### src/rtl/imlat_ram.sv
// ---------------------------------------------------------------------------
// imlat_ram
// Generic single write port, single read port RAM with registered read data.
// ---------------------------------------------------------------------------
`timescale 1ns / 1ps
`default_nettype none

module imlat_ram #(
	parameter int WIDTH = 1,
	parameter int DEPTH = 256
) (
	input  wire logic                     clk,
	input  wire logic                     we,
	input  wire logic [$clog2(DEPTH)-1:0] waddr,
	input  wire logic [WIDTH-1:0]         wdata,
	input  wire logic [$clog2(DEPTH)-1:0] raddr,
	output logic      [WIDTH-1:0]         rdata
);

	logic [WIDTH-1:0] mem_q [DEPTH];
	logic [WIDTH-1:0] rdata_q;

	always_ff @(posedge clk) begin
		if (we) begin
			mem_q[waddr] <= wdata;
		end
		rdata_q <= mem_q[raddr];
	end

	assign rdata = rdata_q;

endmodule

`default_nettype wire

### config.mk
export PLATFORM = sky130hd
export DESIGN_NAME = imlat_ram
export DESIGN_NICKNAME = d
export VERILOG_FILES = /design/src/rtl/imlat_ram.sv
export SDC_FILE = /design/constraint.sdc
export NUM_CORES = 1
export LEC_CHECK = 0
export BUFFER_PORTS_ARGS = -buffer_cell sky130_fd_sc_hd__buf_2
export CORE_MARGIN = 2
export CORE_UTILIZATION = 60
export DETAILED_ROUTE_END_ITERATION = 6
export GPL_ROUTABILITY_DRIVEN = 0
export GPL_TIMING_DRIVEN = 0
export PLACE_DENSITY = 0.77
export SKIP_LAST_GASP = 1
export SLEW_MARGIN = 25
export SYNTH_ARGS = -nofsm -noshare
export SYNTH_HDL_FRONTEND = slang
export SYNTH_SLANG_ARGS = --single-unit
export TNS_END_PERCENT = 50
### constraint.sdc
create_clock -name clk -period 2.1 [get_ports clk]
set_input_delay 0 -clock clk [delete_from_list [all_inputs] [get_ports clk]]
set_output_delay 0 -clock clk [all_outputs]
set_load 0.1 [all_outputs]
Word-level counts from Yosys, hierarchy flattened
Memory sizes are Yosys's and may differ from the RTL's. A register that Yosys moved wholly into a read port is not among the register bits.
Cells that the tools add are included.
{ "word_totals": {"mem_count": 1, "inputBits": 19, "ram_bits": 256, "ff_bits": 0, "out_inout_bits": 1} }
{ "classes": {"muxes": 2} }
{ "memory_table": {"columns": ["memory", "depth", "width", "read_ports", "rd_clocked_by_memory_dff", "wr", "line_no", "rtl"], "rows": [
  ["mem_q", 256, 1, 1, 1, 1, "20", "logic [WIDTH-1:0] mem_q [DEPTH];"]
]} }
{ "op_table": {"columns": ["cell", "count"], "rows": [
  ["1-bit 2-to-1 mux", 2]
]} }

Depth between registers and ports, before layout
Gate-level depths: netlist (run 1).
{ "logic_depth": {"depth_word": 2, "ltp_mapped": 10} }

Worst setup path before layout (run 1)
OpenSTA, ideal clock, no wires.
{ "synth_path": {"path_type": "flip-flop to flip-flop", "from": "mem mem_q[223]", "to": "reg rdata_q, in the netlist rdata, read port of mem_q", "required_time_ns": 1.971, "path_stages_with_launch": 7, "period_less_slack_ns": 1.786, "arrival_ns": 1.657, "path_slack_ns": 0.314, "n_path_buf": 0, "cell_sequence": "edfxtp_1 > mux4_2 > mux4_2 > mux2i_1 > o22ai_1 > a21oi_1 > a22oi_1"} }
{ "synth_rtl": {"columns": ["element", "line_no", "rtl"], "rows": [
  ["from (decl)", "20", null],
  ["to (decl)", "21", "logic [WIDTH-1:0] rdata_q;"]
]} }

==> results of run 1 <==
## layer usage
metal  up-vias  share of wire [%]
met2       438                 48
met4         0                2.9
li1       3018                  -
met3        60                 11
met1      3448                 38
met5         -                  0
## area by class of cell
| class | count | share of cell area (%) |
|---|---|---|
| Multi-Input combinational cell | 474 | 25.5 |
| Clock buffer | 31 | 5.55 |
| Sequential cell | 257 | 61.9 |
| Tap cell | 229 | 2.30 |
| Timing Repair Buffer | 21 | 1.23 |
| Buffer | 56 | 2.20 |
| Clock inverter | 17 | 1.25 |
| Inverter | 1 | 0.0302 |
## placed cells by master, fill, tap and decap left out, types with 2 or more instances in the layout
cell           synthesis  layout
dlygate4sd3_1          0       3
a31oi_1                3       3
nand3_1               12      12
mux4_2                42      42
buf_6                  5       5
buf_2                  6      22
clkinv_1               0       6
mux2i_1               51      50
nor2b_1                9       9
a22o_1                 6       6
o22ai_1               23      22
edfxtp_1             256     256
nor4_1                 5       3
bufinv_16              0       3
clkbuf_16              0      27
a311oi_1               2       2
clkbuf_1              39      43
nor2_1               268     267
nor3_1                 3       3
nor4_2                 0       2
o21ai_0                2       2
clkinv_2               0       7
a22oi_1                8       8
nand2_1               23      23
nand3b_1               3       3
buf_4                  5       5
## per-stage QoR
step / area [sq um] / setup TNS, ns / utilization [%] / worst slack, ns
floorplan: 11100 / 0 / - / 0.314
global placement: 11500 / -231.81 / 63.6 / -0.915
detailed placement: 11500 / -0.658 / 63.8 / -0.658
CTS: 12400 / 0 / 68.8 / 0.0179
global route: 12400 / -0.0428 / 68.8 / -0.0428
finish: 12400 / -0.0458 / 68.8 / -0.0458
## state kept, by name, indices dropped and copies added (netlist names)
signal and count:
mem_q 256, rdata 1
## kinds of logic after synthesis
family | count (synthesis) | synth area share [%]
buf+inv | 57 | 2.50
flops | 257 | 69.3
simple gates | 330 | 11.9
mux | 94 | 13.2
compound gates | 50 | 3.11
## path summary, 6_finish.rpt
path	to	start	depth (start not counted)	slack (ns)
hold / removal	mem_q[192]	waddr[7]	3	0.12
setup reg to reg	rdata	mem_q[73]	6	-0.05
hold reg to reg	rdata	mem_q[188]	6	0.96
setup / recovery	rdata	mem_q[73]	6	-0.05
## worst reg2reg max path: cells and delay by family (launching register included)
kind | cells | cell delay, ns
AND/OR/NAND/NOR | 1 | 0.28
AO/OA/AOI/OAI | 4 | 0.90
multiplexers | 1 | 0.46
flip-flops | 1 | 0.37
## power groups by stage
stage	Combinational, uW	Sequential [uW]	Clock [uW]
3_5_place_dp	592	5770	0
2_1_floorplan	335	5790	0
3_3_place_gp	568	5780	0
4_1_cts	610	5660	4600
5_1_grt	657	5650	4820
6_report	620	5660	4570
## repair_timing
| item | in CTS | in global routing |
|---|---|---|
| pin swaps | 1 | 0 |
| hold buffers | 3 | 0 |
| hold endpoints to repair | 53 | 0 |
| setup endpoints to repair | 1 | 1 |
| gates resized for setup | 6 | 1 |
==> results_dict.tcl, run 1 <==
set metrics [dict create \
    status "finished with violations" \
    violations "negative setup slack" \
    final.setup.worst_slack_ns -0.0458 \
    multi_input_area_sq_um 3170 \
    yosys.area.top_type "edfxtp_1" \
    grt_pass1_wl_mm 39.7 \
    fillers 1210 \
    worstSetupStartpointType "flop" \
    synth_nets 807 \
    area_growth_pct 11.8 \
    routedWlPerCell_um 24.1 \
    grt_pass1_vias 7015 \
    fmax_ghz 0.466 \
    use_met3_pct 5.85 \
    drt-pass1-iter-count 5 \
    postCtsSetupBuffers 0 \
    synth.cell_area_sq_um 11100 \
    yosysSeqAreaShare_pct 69.3 \
    async_flop_share_pct 0 \
    max_cap_violations 0 \
    max_slew_margin_pct 44.8 \
    critPathSlowestCell "mux4_2" \
    clockBufferDepth 3 \
    slowest_delay_ns 0.46 \
    final-seq-area_sq_um 7710 \
    cp-end-kind "flop" \
    use_met2_pct 43.9 \
    netlist.area_leader.share_pct 69.1 \
    grt_max_degree 135 \
    drt-initial-drc-count 899 \
    vias 6964 \
    gr-usage-all-layers_pct 27.3 \
    cp.buffers_inverters 0 \
    diodes 0 \
    drtAntennaViolNets 0 \
    worst_slew_pin_slew_ns 0.826 \
    intPower_uw 8570 \
    fin_cells 1086 \
    maxSlewViolCount 0 \
    crit_required_ns 2.48 \
    globalRouteOverflowTotal 0 \
    timing.critical_path.max_delay_family "compound AO/OA/AOI/OAI gates" \
    die_w_um 140 \
    dieArea_sq_um 19700 \
    clk_pin_slew_ns 0.06 \
    antenna_found_initial 0 \
    synthTopCellsByCount "268 x nor2_1, 256 x edfxtp_1, 51 x mux2i_1, 42 x mux4_2, 39 x clkbuf_1" \
    htreeDepth 1 \
    period_share_pct 102 \
    power.density_nw_per_um2 871 \
    avgSynthCellArea_sq_um 14.1 \
    clock_latency_ns 0.52 \
    min_path_type "in -> reg" \
    fin_crit_ns 2.15 \
    routed_via_density 6.41 \
    synthFlopType "edfxtp_1" \
    cts-root-buf "clkbuf_16" \
    comb_power_share_pct 5.7 \
    die_h_um 140 \
    numClockSinks 257 \
    grt-busiest-layer "met2" \
    ys_types 35 \
    crit_chain "mux4_2, a22o_1, nor4_2, a31oi_1, a311oi_1, a22oi_1" \
    ir_drop_uv 751 \
    hold_ws_ns 0.121 \
    layout.nets 856 \
    p_seq_share_pct 52.2 \
    drive_gt1_share_pct 14.1 \
    clkPwrFrac_pct 42.1 \
    drc 0 \
    synth_cells 788 \
    initial_core_util_pct 61.5 \
    hpwlAfterDp_mm 16.9 \
    dp_cells 1035 \
    io_buffers 17 \
    core_sq_um 18100 \
    finalPower_uw 10800 \
    synth_edf_count 256 \
    cts_tree "yes" \
    path_max_fanout 1 \
    finalClockSkew_ns 0.00964 \
    setup_violations 1 \
    crit_arrival_ns 2.53 \
    timing.final.hold_violations 0 \
    synth_area_leaders "edfxtp_1 69%, nor2_1 9.0%, mux4_2 8.5%, mux2i_1 4.6%, clkbuf_1 1.3%" \
    wirelength_mm 26.2 \
    rsz0062_at_grt "true" \
    p_leak_uw 0.00386 \
    yosysMostFrequentCell "nor2_1" \
    cts_buffers 26 \
    row_count 49 \
    crit_type "reg -> reg" \
    ys_ff_latch 257 \
    switching_share_pct 21.0 \
    synth_warnings 0 \
    boundaryPins 20 \
    grt_use_met1_pct 38.0 \
    p_sw_uw 2270 \
]
Note: power is estimated with default switching activity, not from simulation.
==> inputs of run 2 (changes only) <==
==> constraint.sdc (replaced) <==
create_clock -name clk -period 2.3 [get_ports clk]
set_input_delay 0 -clock clk [delete_from_list [all_inputs] [get_ports clk]]
set_output_delay 0 -clock clk [all_outputs]
set_load 0.1 [all_outputs]
==> results_dict.tcl, run 2 (synthesized netlist as in run 1, its figures left out) <==
set metrics [dict create \
    drtAntennaViolNets 0 \
    grt_pass1_vias 6967 \
    grt_max_degree 135 \
    postCtsSetupBuffers 0 \
    cp-end-kind "flop" \
    cts-root-buf "clkbuf_16" \
    cts_buffers 26 \
    ir_drop_uv 686 \
    status "complete, no violations" \
    largest_reg_flops 256 \
    vias 6987 \
    drc 0 \
    globalRouteOverflowTotal 0 \
    die_h_um 140 \
    regToRegStartpoint "mem_q[73]" \
    crit_required_ns 2.73 \
    initial_core_util_pct 61.5 \
    layout.nets 856 \
    crit_type "in -> reg" \
    period_share_pct 97.3 \
    worstRegToRegCells 6 \
    diodes 0 \
    dpl_cell_area_sq_um 11500 \
    max_slew_margin_pct 45.3 \
    timing.rr.end "rdata" \
    finalPower_uw 9910 \
    grt_pass1_wl_mm 39.7 \
    layout_commonest_cell "nor2_1" \
    slowest_delay_ns 0.85 \
    drive_gt1_share_pct 13.4 \
    final_cell_mix "268 x nor2_1, 256 x edfxtp_1, 51 x mux2i_1" \
    htreeDepth 1 \
    drt-pass1-iter-count 5 \
    timing.final.hold_violations 0 \
    holdPathStages 3 \
    area_growth_pct 11.6 \
    cts_tree "yes" \
    maxSlewViolCount 0 \
    numClockSinks 257 \
    top_register "mem_q" \
    comb_power_share_pct 5.6 \
    gr-usage-all-layers_pct 27.2 \
    core_sq_um 18100 \
    hold_ws_ns 0.119 \
    clk_pin_slew_ns 0.06 \
    p_leak_uw 0.00385 \
    r2r_setup_slack_ns 0.10 \
    postLayoutCoreUtil_pct 68.6 \
    worst_slew_pin_slew_ns 0.818 \
    boundaryPins 20 \
    fillers 1213 \
    critPathSlowestCell "a2111oi_1" \
    fin_tns_setup_ns 0 \
    clock_latency_ns 0.52 \
    clockBufferDepth 3 \
    fmax_ghz 0.447 \
    p_sw_uw 2090 \
    crit_arrival_ns 2.67 \
    drt-initial-drc-count 884 \
    routed_via_density 6.43 \
    rsz0062_at_grt "false" \
    antenna_found_initial 0 \
    max_cap_violations 0 \
    dieArea_sq_um 19700 \
    path_max_fanout 10 \
    routedWlPerCell_um 24.1 \
    whs_endpoint "mem_q[195]" \
    clkPwrFrac_pct 42.3 \
    final_design_area_no_fill_sq_um 12400 \
    die_w_um 140 \
    worstSetupStartpointType "input port" \
    wirelength_mm 26.2 \
    hpwlAfterDp_mm 16.9 \
    worstHoldStart "waddr[7]" \
    finalClockSkew_ns 0.00929 \
    p_seq_share_pct 52.1 \
    crit_chain "buf_6, buf_6, buf_4, nor2_1, a22oi_1, a2111oi_1, a311oi_1, a22oi_1" \
    setup_violations 0 \
    min_path_type "in -> reg" \
    power.density_nw_per_um2 798 \
    switching_share_pct 21.1 \
    intPower_uw 7820 \
    fin_crit_ns 2.24 \
    io_buffers 17 \
    row_count 49 \
]
==> run 2: changes by cell type in the layout (fill, tap and decap cells not counted) <==
cell	delta
o22ai_2	-1
mux2i_1	+1
mux2i_2	-1
a21oi_1	+1
a21oi_2	-1
nor4_1	+2
nor2_1	+1
o22ai_1	+1
nor4_2	-2
nor2_2	-1
==> run 2: repair_timing <==
item / 4_1_cts / 5_1_grt
setup endpoints to repair: 1 / 0
hold endpoints to repair: 53 / 0
hold buffers: 3 / 0
gates resized for setup: 1 / 0
==> run 2: area by class of cell <==
class / count / area, sq um / area share, %
clock inverter: 17 / 155 / 1.25
inverter: 1 / 3.75 / 0.0302
tap: 229 / 287 / 2.31
buffer: 56 / 274 / 2.21
timing repair buffer: 21 / 153 / 1.23
clock buffer: 31 / 691 / 5.56
sequential: 257 / 7710 / 62.1
multi-input combinational: 474 / 3140 / 25.3
==> run 2: critical path, delay by kind of cell <==
kind	cells	cell delay [ns]
compound gates	4	1.56
simple gates	1	0.59
buf+inv	3	0.51
==> run 2: layer usage <==
metal  up-vias  wire, um  global-route usage (%)
li1       3012         -                       -
met1      3452      9920                    37.9
met2       470     12600                    44.0
met3        53      2970                    5.95
met4         0       689                    8.40
met5         -         0                       0
==> run 2: worst max path at each step <==
| stage | startpoint | to | cells after the start |
|---|---|---|---|
| detailed placement | raddr[0] | rdata | 8 |
| global placement | wdata | mem_q[79] | 1 |
| CTS | mem_q[73] | rdata | 6 |
| floorplan | mem_q[223] | rdata | 6 |
| global route | mem_q[219] | rdata | 6 |
| finish | raddr[0] | rdata | 8 |
==> run 2: power by group through the flow <==
stage / sequential, uW / clock [uW] / combinational [uW]
final: 5160 / 4190 / 559
after global routing: 5160 / 4400 / 592
after CTS: 5160 / 4200 / 550
after detailed placement: 5260 / 0 / 541
after global placement: 5280 / 0 / 519
after floorplan: 5280 / 0 / 306
==> run 2: through the flow <==
| step | std cells | setup slack (ns) |
|---|---|---|
| 2_1_floorplan | 788 | 0.514 |
| 3_3_place_gp | 1034 | -0.715 |
| 5_1_grt | 1086 | 0.0509 |
| 4_1_cts | 1086 | 0.154 |
| 6_report | 1086 | 0.0631 |
| 3_5_place_dp | 1035 | -0.458 |
